## config.mk

```make
export PLATFORM = sky130hd
export DESIGN_NAME = fixed_point_square_root
export DESIGN_NICKNAME = d
export VERILOG_FILES = /design/src/design/fpsqrt_pkg.sv /design/src/design/fpsqrt_step.sv /design/src/design/fixed_point_square_root.sv
export SDC_FILE = /design/constraint.sdc
export NUM_CORES = 2
export LEC_CHECK = 0
export ABC_AREA = 1
export BUFFER_PORTS_ARGS = -buffer_cell sky130_fd_sc_hd__buf_2
export CORE_UTILIZATION = 64
export CTS_CLUSTER_SIZE = 30
export DETAILED_ROUTE_END_ITERATION = 10
export PLACE_DENSITY_LB_ADDON = 0.25
export SYNTH_ARGS = -nofsm -noshare
export SYNTH_HDL_FRONTEND = slang
export SYNTH_SLANG_ARGS = --single-unit
```

## constraint.sdc

```tcl
create_clock -name clk -period 42.9 [get_ports clk]
set_input_delay 2.145 -clock clk [delete_from_list [all_inputs] [get_ports clk]]
set_output_delay 2.145 -clock clk [all_outputs]
set_load 0.02 [all_outputs]
```

## src/design/fpsqrt_pkg.sv

```systemverilog
// Shared types and constants for the fixed-point square root pipeline.
// Used by fpsqrt_step and fixed_point_square_root; depends on nothing.
package fpsqrt_pkg;

    localparam int unsigned VALUE_W = 32;
    localparam int unsigned ROOT_W  = 25;
    localparam int unsigned WORD_W  = 32;

    // Step counts and top bit positions of the two recurrence passes.
    localparam int unsigned PASS1_STEPS   = 16;
    localparam int unsigned PASS1_TOP_BIT = 30;
    localparam int unsigned PASS2_STEPS   = 8;
    localparam int unsigned PASS2_TOP_BIT = 14;

    localparam logic [WORD_W-1:0] REM_LIMIT = 32'd65535;
    localparam logic [WORD_W-1:0] HALF_LSB  = 32'h0000_8000;

    typedef struct packed {
        logic              neg;
        logic [WORD_W-1:0] num;
        logic [WORD_W-1:0] root;
    } fpsqrt_word_t;

endpackage

```

## src/design/fpsqrt_step.sv

```systemverilog
// One registered step of the binary digit-by-digit square root recurrence.
// Depends on fpsqrt_pkg for the pipeline word type.
module fpsqrt_step #(
    parameter int unsigned BIT_POS = 0
) (
    input  logic                     clk,
    input  logic                     rst_n,
    input  logic                     en,
    input  logic                     in_valid,
    input  fpsqrt_pkg::fpsqrt_word_t in_data,
    output logic                     out_valid,
    output fpsqrt_pkg::fpsqrt_word_t out_data
);
    import fpsqrt_pkg::*;

    localparam logic [WORD_W-1:0] BIT_VAL = WORD_W'(1) << BIT_POS;

    logic              out_valid_reg;
    fpsqrt_word_t      out_data_reg;
    fpsqrt_word_t      out_data_next;
    logic [WORD_W-1:0] trial;

    always_comb
    begin
        trial              = in_data.root + BIT_VAL;
        out_data_next.neg  = in_data.neg;
        if (in_data.num >= trial)
        begin
            out_data_next.num  = in_data.num - trial;
            out_data_next.root = (in_data.root >> 1) + BIT_VAL;
        end
        else
        begin
            out_data_next.num  = in_data.num;
            out_data_next.root = in_data.root >> 1;
        end
    end

    always_ff @(posedge clk or negedge rst_n)
    begin
        if (!rst_n)
        begin
            out_valid_reg <= 1'b0;
        end
        else if (en)
        begin
            out_valid_reg <= in_valid;
        end
    end

    always_ff @(posedge clk)
    begin
        if (en)
        begin
            out_data_reg <= out_data_next;
        end
    end

    assign out_valid = out_valid_reg;
    assign out_data  = out_data_reg;

endmodule

```

## src/design/fixed_point_square_root.sv

```systemverilog
// Top level of the Q15.16 fixed-point square root pipeline.
// Depends on fpsqrt_pkg and fpsqrt_step.
//
// Usage:
// The input channel (in_valid, in_stall, value) takes one signed Q15.16 word.
// The output channel (out_valid, out_stall, root) returns the Q8.16 square
// root of its magnitude, negated when the operand was negative.
// A word is moved on a rising edge where valid is high and stall is low.
// The result reaches the output register through one stage for the magnitude,
// sixteen first-pass steps, one rescaling stage, eight second-pass steps, one
// rounding stage and one sign stage. Throughput is one word per cycle while
// out_stall does not hold the pipeline, set by the one-step-per-stage
// pipeline.
// While a result sits on the output and out_stall is high, the whole
// pipeline holds and in_stall is raised; nothing is dropped or repeated.
// Reset clears all valid bits, so the pipeline comes up empty with
// out_valid low. No state is kept between words.
module fixed_point_square_root (
    input  logic                                   clk,
    input  logic                                   rst_n,
    input  logic                                   in_valid,
    output logic                                   in_stall,
    input  logic signed [fpsqrt_pkg::VALUE_W-1:0]  value,
    output logic                                   out_valid,
    input  logic                                   out_stall,
    output logic signed [fpsqrt_pkg::ROOT_W-1:0]   root
);
    import fpsqrt_pkg::*;

    logic                en;
    logic [VALUE_W-1:0]  raw;
    fpsqrt_word_t        mag_next;
    logic                mag_valid_reg;
    fpsqrt_word_t        mag_data_reg;

    logic                p1_valid [0:PASS1_STEPS];
    fpsqrt_word_t        p1_data  [0:PASS1_STEPS];

    logic [WORD_W-1:0]   diff;
    fpsqrt_word_t        scale_next;
    logic                scale_valid_reg;
    fpsqrt_word_t        scale_data_reg;

    logic                p2_valid [0:PASS2_STEPS];
    fpsqrt_word_t        p2_data  [0:PASS2_STEPS];

    logic                round_valid_reg;
    logic                round_neg_reg;
    logic [WORD_W-1:0]   round_root_reg;
    logic [WORD_W-1:0]   round_root_next;
    logic [WORD_W-1:0]   signed_root;

    logic                out_valid_reg;
    logic [ROOT_W-1:0]   root_reg;

    // The pipeline advances as a whole unless a finished word is held.
    assign en       = !(out_valid_reg && out_stall);
    assign in_stall = !en;

    // Magnitude stage.
    assign raw = value;
    always_comb
    begin
        mag_next.neg  = raw[VALUE_W-1];
        mag_next.num  = raw[VALUE_W-1] ? (WORD_W'(0) - raw) : raw;
        mag_next.root = '0;
    end

    always_ff @(posedge clk or negedge rst_n)
    begin
        if (!rst_n)
        begin
            mag_valid_reg <= 1'b0;
        end
        else if (en)
        begin
            mag_valid_reg <= in_valid;
        end
    end

    always_ff @(posedge clk)
    begin
        if (en)
        begin
            mag_data_reg <= mag_next;
        end
    end

    assign p1_valid[0] = mag_valid_reg;
    assign p1_data[0]  = mag_data_reg;

    // First pass always starts at the top bit; steps whose bit exceeds the
    // operand leave a zero root untouched, so small operands come out the same.
    for (genvar k = 0; k < PASS1_STEPS; k++)
    begin : g_pass1
        fpsqrt_step #(
            .BIT_POS(PASS1_TOP_BIT - 2 * k)
        ) u_step (
            .clk      (clk),
            .rst_n    (rst_n),
            .en       (en),
            .in_valid (p1_valid[k]),
            .in_data  (p1_data[k]),
            .out_valid(p1_valid[k+1]),
            .out_data (p1_data[k+1])
        );
    end

    // Rescale remainder and root by 2^16; a remainder that would overflow
    // takes a half-LSB correction instead.
    always_comb
    begin
        diff           = p1_data[PASS1_STEPS].num - p1_data[PASS1_STEPS].root;
        scale_next.neg = p1_data[PASS1_STEPS].neg;
        if (p1_data[PASS1_STEPS].num > REM_LIMIT)
        begin
            scale_next.num  = {diff[15:0], 16'd0} - HALF_LSB;
            scale_next.root = {p1_data[PASS1_STEPS].root[15:0], 16'd0} + HALF_LSB;
        end
        else
        begin
            scale_next.num  = {p1_data[PASS1_STEPS].num[15:0], 16'd0};
            scale_next.root = {p1_data[PASS1_STEPS].root[15:0], 16'd0};
        end
    end

    always_ff @(posedge clk or negedge rst_n)
    begin
        if (!rst_n)
        begin
            scale_valid_reg <= 1'b0;
        end
        else if (en)
        begin
            scale_valid_reg <= p1_valid[PASS1_STEPS];
        end
    end

    always_ff @(posedge clk)
    begin
        if (en)
        begin
            scale_data_reg <= scale_next;
        end
    end

    assign p2_valid[0] = scale_valid_reg;
    assign p2_data[0]  = scale_data_reg;

    for (genvar k = 0; k < PASS2_STEPS; k++)
    begin : g_pass2
        fpsqrt_step #(
            .BIT_POS(PASS2_TOP_BIT - 2 * k)
        ) u_step (
            .clk      (clk),
            .rst_n    (rst_n),
            .en       (en),
            .in_valid (p2_valid[k]),
            .in_data  (p2_data[k]),
            .out_valid(p2_valid[k+1]),
            .out_data (p2_data[k+1])
        );
    end

    // Round up when the next root bit would be one.
    assign round_root_next = p2_data[PASS2_STEPS].root
                           + WORD_W'(p2_data[PASS2_STEPS].num > p2_data[PASS2_STEPS].root);

    always_ff @(posedge clk or negedge rst_n)
    begin
        if (!rst_n)
        begin
            round_valid_reg <= 1'b0;
            out_valid_reg   <= 1'b0;
        end
        else if (en)
        begin
            round_valid_reg <= p2_valid[PASS2_STEPS];
            out_valid_reg   <= round_valid_reg;
        end
    end

    assign signed_root = round_neg_reg ? (WORD_W'(0) - round_root_reg) : round_root_reg;

    always_ff @(posedge clk)
    begin
        if (en)
        begin
            round_neg_reg  <= p2_data[PASS2_STEPS].neg;
            round_root_reg <= round_root_next;
            root_reg       <= signed_root[ROOT_W-1:0];
        end
    end

    assign out_valid = out_valid_reg;
    assign root      = root_reg;

endmodule
```

==> impl_summary.txt <==
----------------------------------------------------
[Run status]
  Outcome ... finished clean

[Floorplan]
  Count of pins on the block boundary ... 63
  Number of placement rows ... 116
  Die outline area ... 103500 sq um
  Effective utilization at floorplan ... 0.6496
  Vertical die dimension ... 321.7 microns
  Floorplan Core Area ... 100700 sq um
  Die X-Extent ... 321.7 microns

[Route]
  Via-to-Cell Ratio ... 5.719
  First DRT Iteration DRCs ... 4654
  Post-route antenna net violation count ... 0
  Avg WL per Cell ... 18.30 microns
  Detailed-route via count ... 48370
  Count of TritonRoute iterations in the first routing pass ... 6
  Routed wire length ... 154800 microns
  Remaining design rule violation count ... 0

[Cells and area]
  Most common library cell in the layout ignoring fill and taps ... nand2_1
  Post-route design area ... 71300 sq um
  FILL cells ... 7583
  P&R area growth vs syn ... 8.975%
  Multi-input logic area ... 26280 sq um
  Area occupied by registers ... 35380 sq um
  Flip-flop count of the largest register after layout ... 664
  Share of final-layout standard cells stronger than drive strength 1 ... 0.05366
  Top library cells by usage in the layout, fill and taps aside ... 1412 x nand2_1, 1155 x edfxtp_1, 892 x inv_1
  # nets final ... 7407

[Global route]
  Global routing usage on met1 ... 0.3987
  Global routing usage summed across all routing layers ... 0.2987
  Routing layer with the top usage in global route ... met2
  Met3 usage in global routing ... 0.03634
  Total overflow reported by the global router ... 0
  Pin count of the biggest net entering global routing ... 190
  Via count of the first global-routing pass ... 45820
  GRT met2 Usage ... 0.5078
  First-pass GRT wire length ... 242300 microns
  Initial antenna violation count ... 3

[STA]
  Normalized max-slew margin ... 0.2377
  Final hold violation count ... 0
  Setup total negative slack ... 0 ns
  Number of slew-limit violations in the final report ... 0
  Setup violation total in the final timing report ... 0
  Min cycle time layout ... 5.949 ns
  Setup repair after global routing missed its margin ... no
  Fin Clk Skew ... 0.03423 ns
  Period utilisation layout ... 0.1387
  Achievable frequency ... 168.1 MHz
  Slew at the pin closest to its max-slew limit ... 1.143 ns

[Setup path]
  Crit path top cell by count ... buf_4
  WP data required ... 43.23 ns
  Arrival time reported for the critical path endpoint ... 6.28 ns
  Kind of start point of the critical path ... input pin
  Cells traversed along the worst timing path ... buf_2 -> nand2_4 -> buf_12 -> buf_4 -> buf_4 -> buf_4
  Highest-delay cell along the critical path ... buf_4
  Worst setup EP type ... flop
  R2R depth ... 5
  Maximum fanout count along the critical path ... 189
  Critical path start-end classification ... in2reg
  Highest cell delay on the worst timing path ... 1.00 ns

[Clock network]
  Sinks on the clock net ... 1183
  Clock tree from TritonCTS ... yes
  Number of buffers created by CTS ... 118
  H-Tree Level Count ... 3
  Number of hold buffers added after cts ... 0
  Resize count post-CTS ... 0
  Clock Path Buffers ... 3
  Reg clk slew, reported paths ... 0.06 ns
  Total setup buffers inserted after CTS ... 0
  Root Buffer Master ... clkbuf_16
  Later-pin clock latency in the skew report ... 0.74 ns

[Hold path]
  Min-delay worst type ... reg2reg
  Worst Hold Depth ... 0

[Logic synthesis]
  Post-synthesis register bit count ... 1183
  Post-Syn Area ... 65430 sq um
  Warnings from Yosys ... 0
  Dominant register cell in the synthesized netlist ... edfxtp_1
  EDFF count, synth ... 1155
  Distinct cell type count after synthesis ... 59
  Post-synthesis instance total ... 6870
  Post-Synthesis Mean Instance Area ... 9.524 sq um
  Post-synth ARST share ... 0.02367
  Net count after synthesis ... 7277
  Seq/Total Area, Yosys ... 0.5408

[Run]
  Max-cap violations ... 0

[Placed design]
  Detailed Place HPWL ... 117900 microns
  Post-placement cell area ... 67270 sq um
  Weighted congestion at the end of routability-driven global placement ... 0.9532
  Total of buffers placed on input and output ports ... 62

----------------------------------------------------
## cells by family after synthesis
family / Yosys count / synth area share
adders and majority gates: 371 / 0.07198
xor gates and xnor gates: 390 / 0.05221
muxes: 2 / 0.0003442
DFF: 1183 / 0.5408
and+or+nand+nor: 2839 / 0.1858
buffers and inverters: 986 / 0.05773
AOI/OAI and AO/OA: 1099 / 0.09116
## through the flow
step                worst slack [ns]    util  hold slack, ns  std cells
floorplan                      7.458       -          0.4003       6870
global placement               36.38  0.6679          0.4008       8237
detailed placement             36.25  0.6679          0.4045       8237
CTS                            37.05  0.7078          0.4187       8457
global route                   36.71  0.7079          0.4204       8458
finish                         36.95  0.7079          0.4171       8458
## critical path: cells and delay by family
family / cells / cell delay (ns)
and+or+nand+nor: 1 / 0.27
buffers and inverters: 5 / 3.47
## metal layers
layer | vias up | part of all wire
met3 | 307 | 0.056
li1 | 23820 | -
met5 | - | 0
met1 | 22700 | 0.43
met4 | 0 | 0.033
met2 | 1546 | 0.48
## worst paths after layout
check                                                start                         endpoint  slack (ns)
hold reg to reg            g_pass1[12].u_step.out_data[64]  g_pass1[13].u_step.out_data[64]        0.42
min in group asynchronous                            rst_n                        out_valid        1.47
setup / recovery                                 out_stall                 mag_data_reg[57]       36.95
hold / removal             g_pass1[12].u_step.out_data[64]  g_pass1[13].u_step.out_data[64]        0.42
max in group asynchronous                            rst_n     g_pass1[14].u_step.out_valid       40.97
setup reg to reg                                 out_valid                 mag_data_reg[57]       38.06
## cell type report
type                    count  share of cell area
diodes                      1          0.00003510
clock buffers             132             0.04229
clock inverters            88             0.01416
inverters                 915             0.04817
multi-input cells        4701              0.3686
flip-flops and latches   1183              0.4963
well taps                1357             0.02381
repair buffers             81            0.006704
## Yosys cell counts, types with 28 or more instances
| cell | n | area (sq um) |
|---|---|---|
| a21o_1 | 39 | 292.8 |
| a21oi_1 | 432 | 2162 |
| a31oi_1 | 41 | 256.5 |
| buf_2 | 40 | 200.2 |
| dfrtp_1 | 28 | 700.7 |
| edfxtp_1 | 1155 | 34680 |
| ha_1 | 362 | 4529 |
| inv_1 | 892 | 3348 |
| nand2_1 | 1413 | 5304 |
| nand3_1 | 332 | 1662 |
| nand3b_1 | 28 | 210.2 |
| nand4_1 | 94 | 588.1 |
| nor2_1 | 653 | 2451 |
| nor3_1 | 112 | 560.5 |
| nor4_1 | 89 | 556.8 |
| o21ai_0 | 253 | 1266 |
| o21ai_1 | 220 | 1101 |
| o21bai_1 | 36 | 270.3 |
| or2_2 | 59 | 369.1 |
| xnor2_1 | 171 | 1498 |
| xor2_1 | 219 | 1918 |
Power is not shown: default switching activity piles up to over one toggle a cycle in this logic, so the estimate is an artifact.
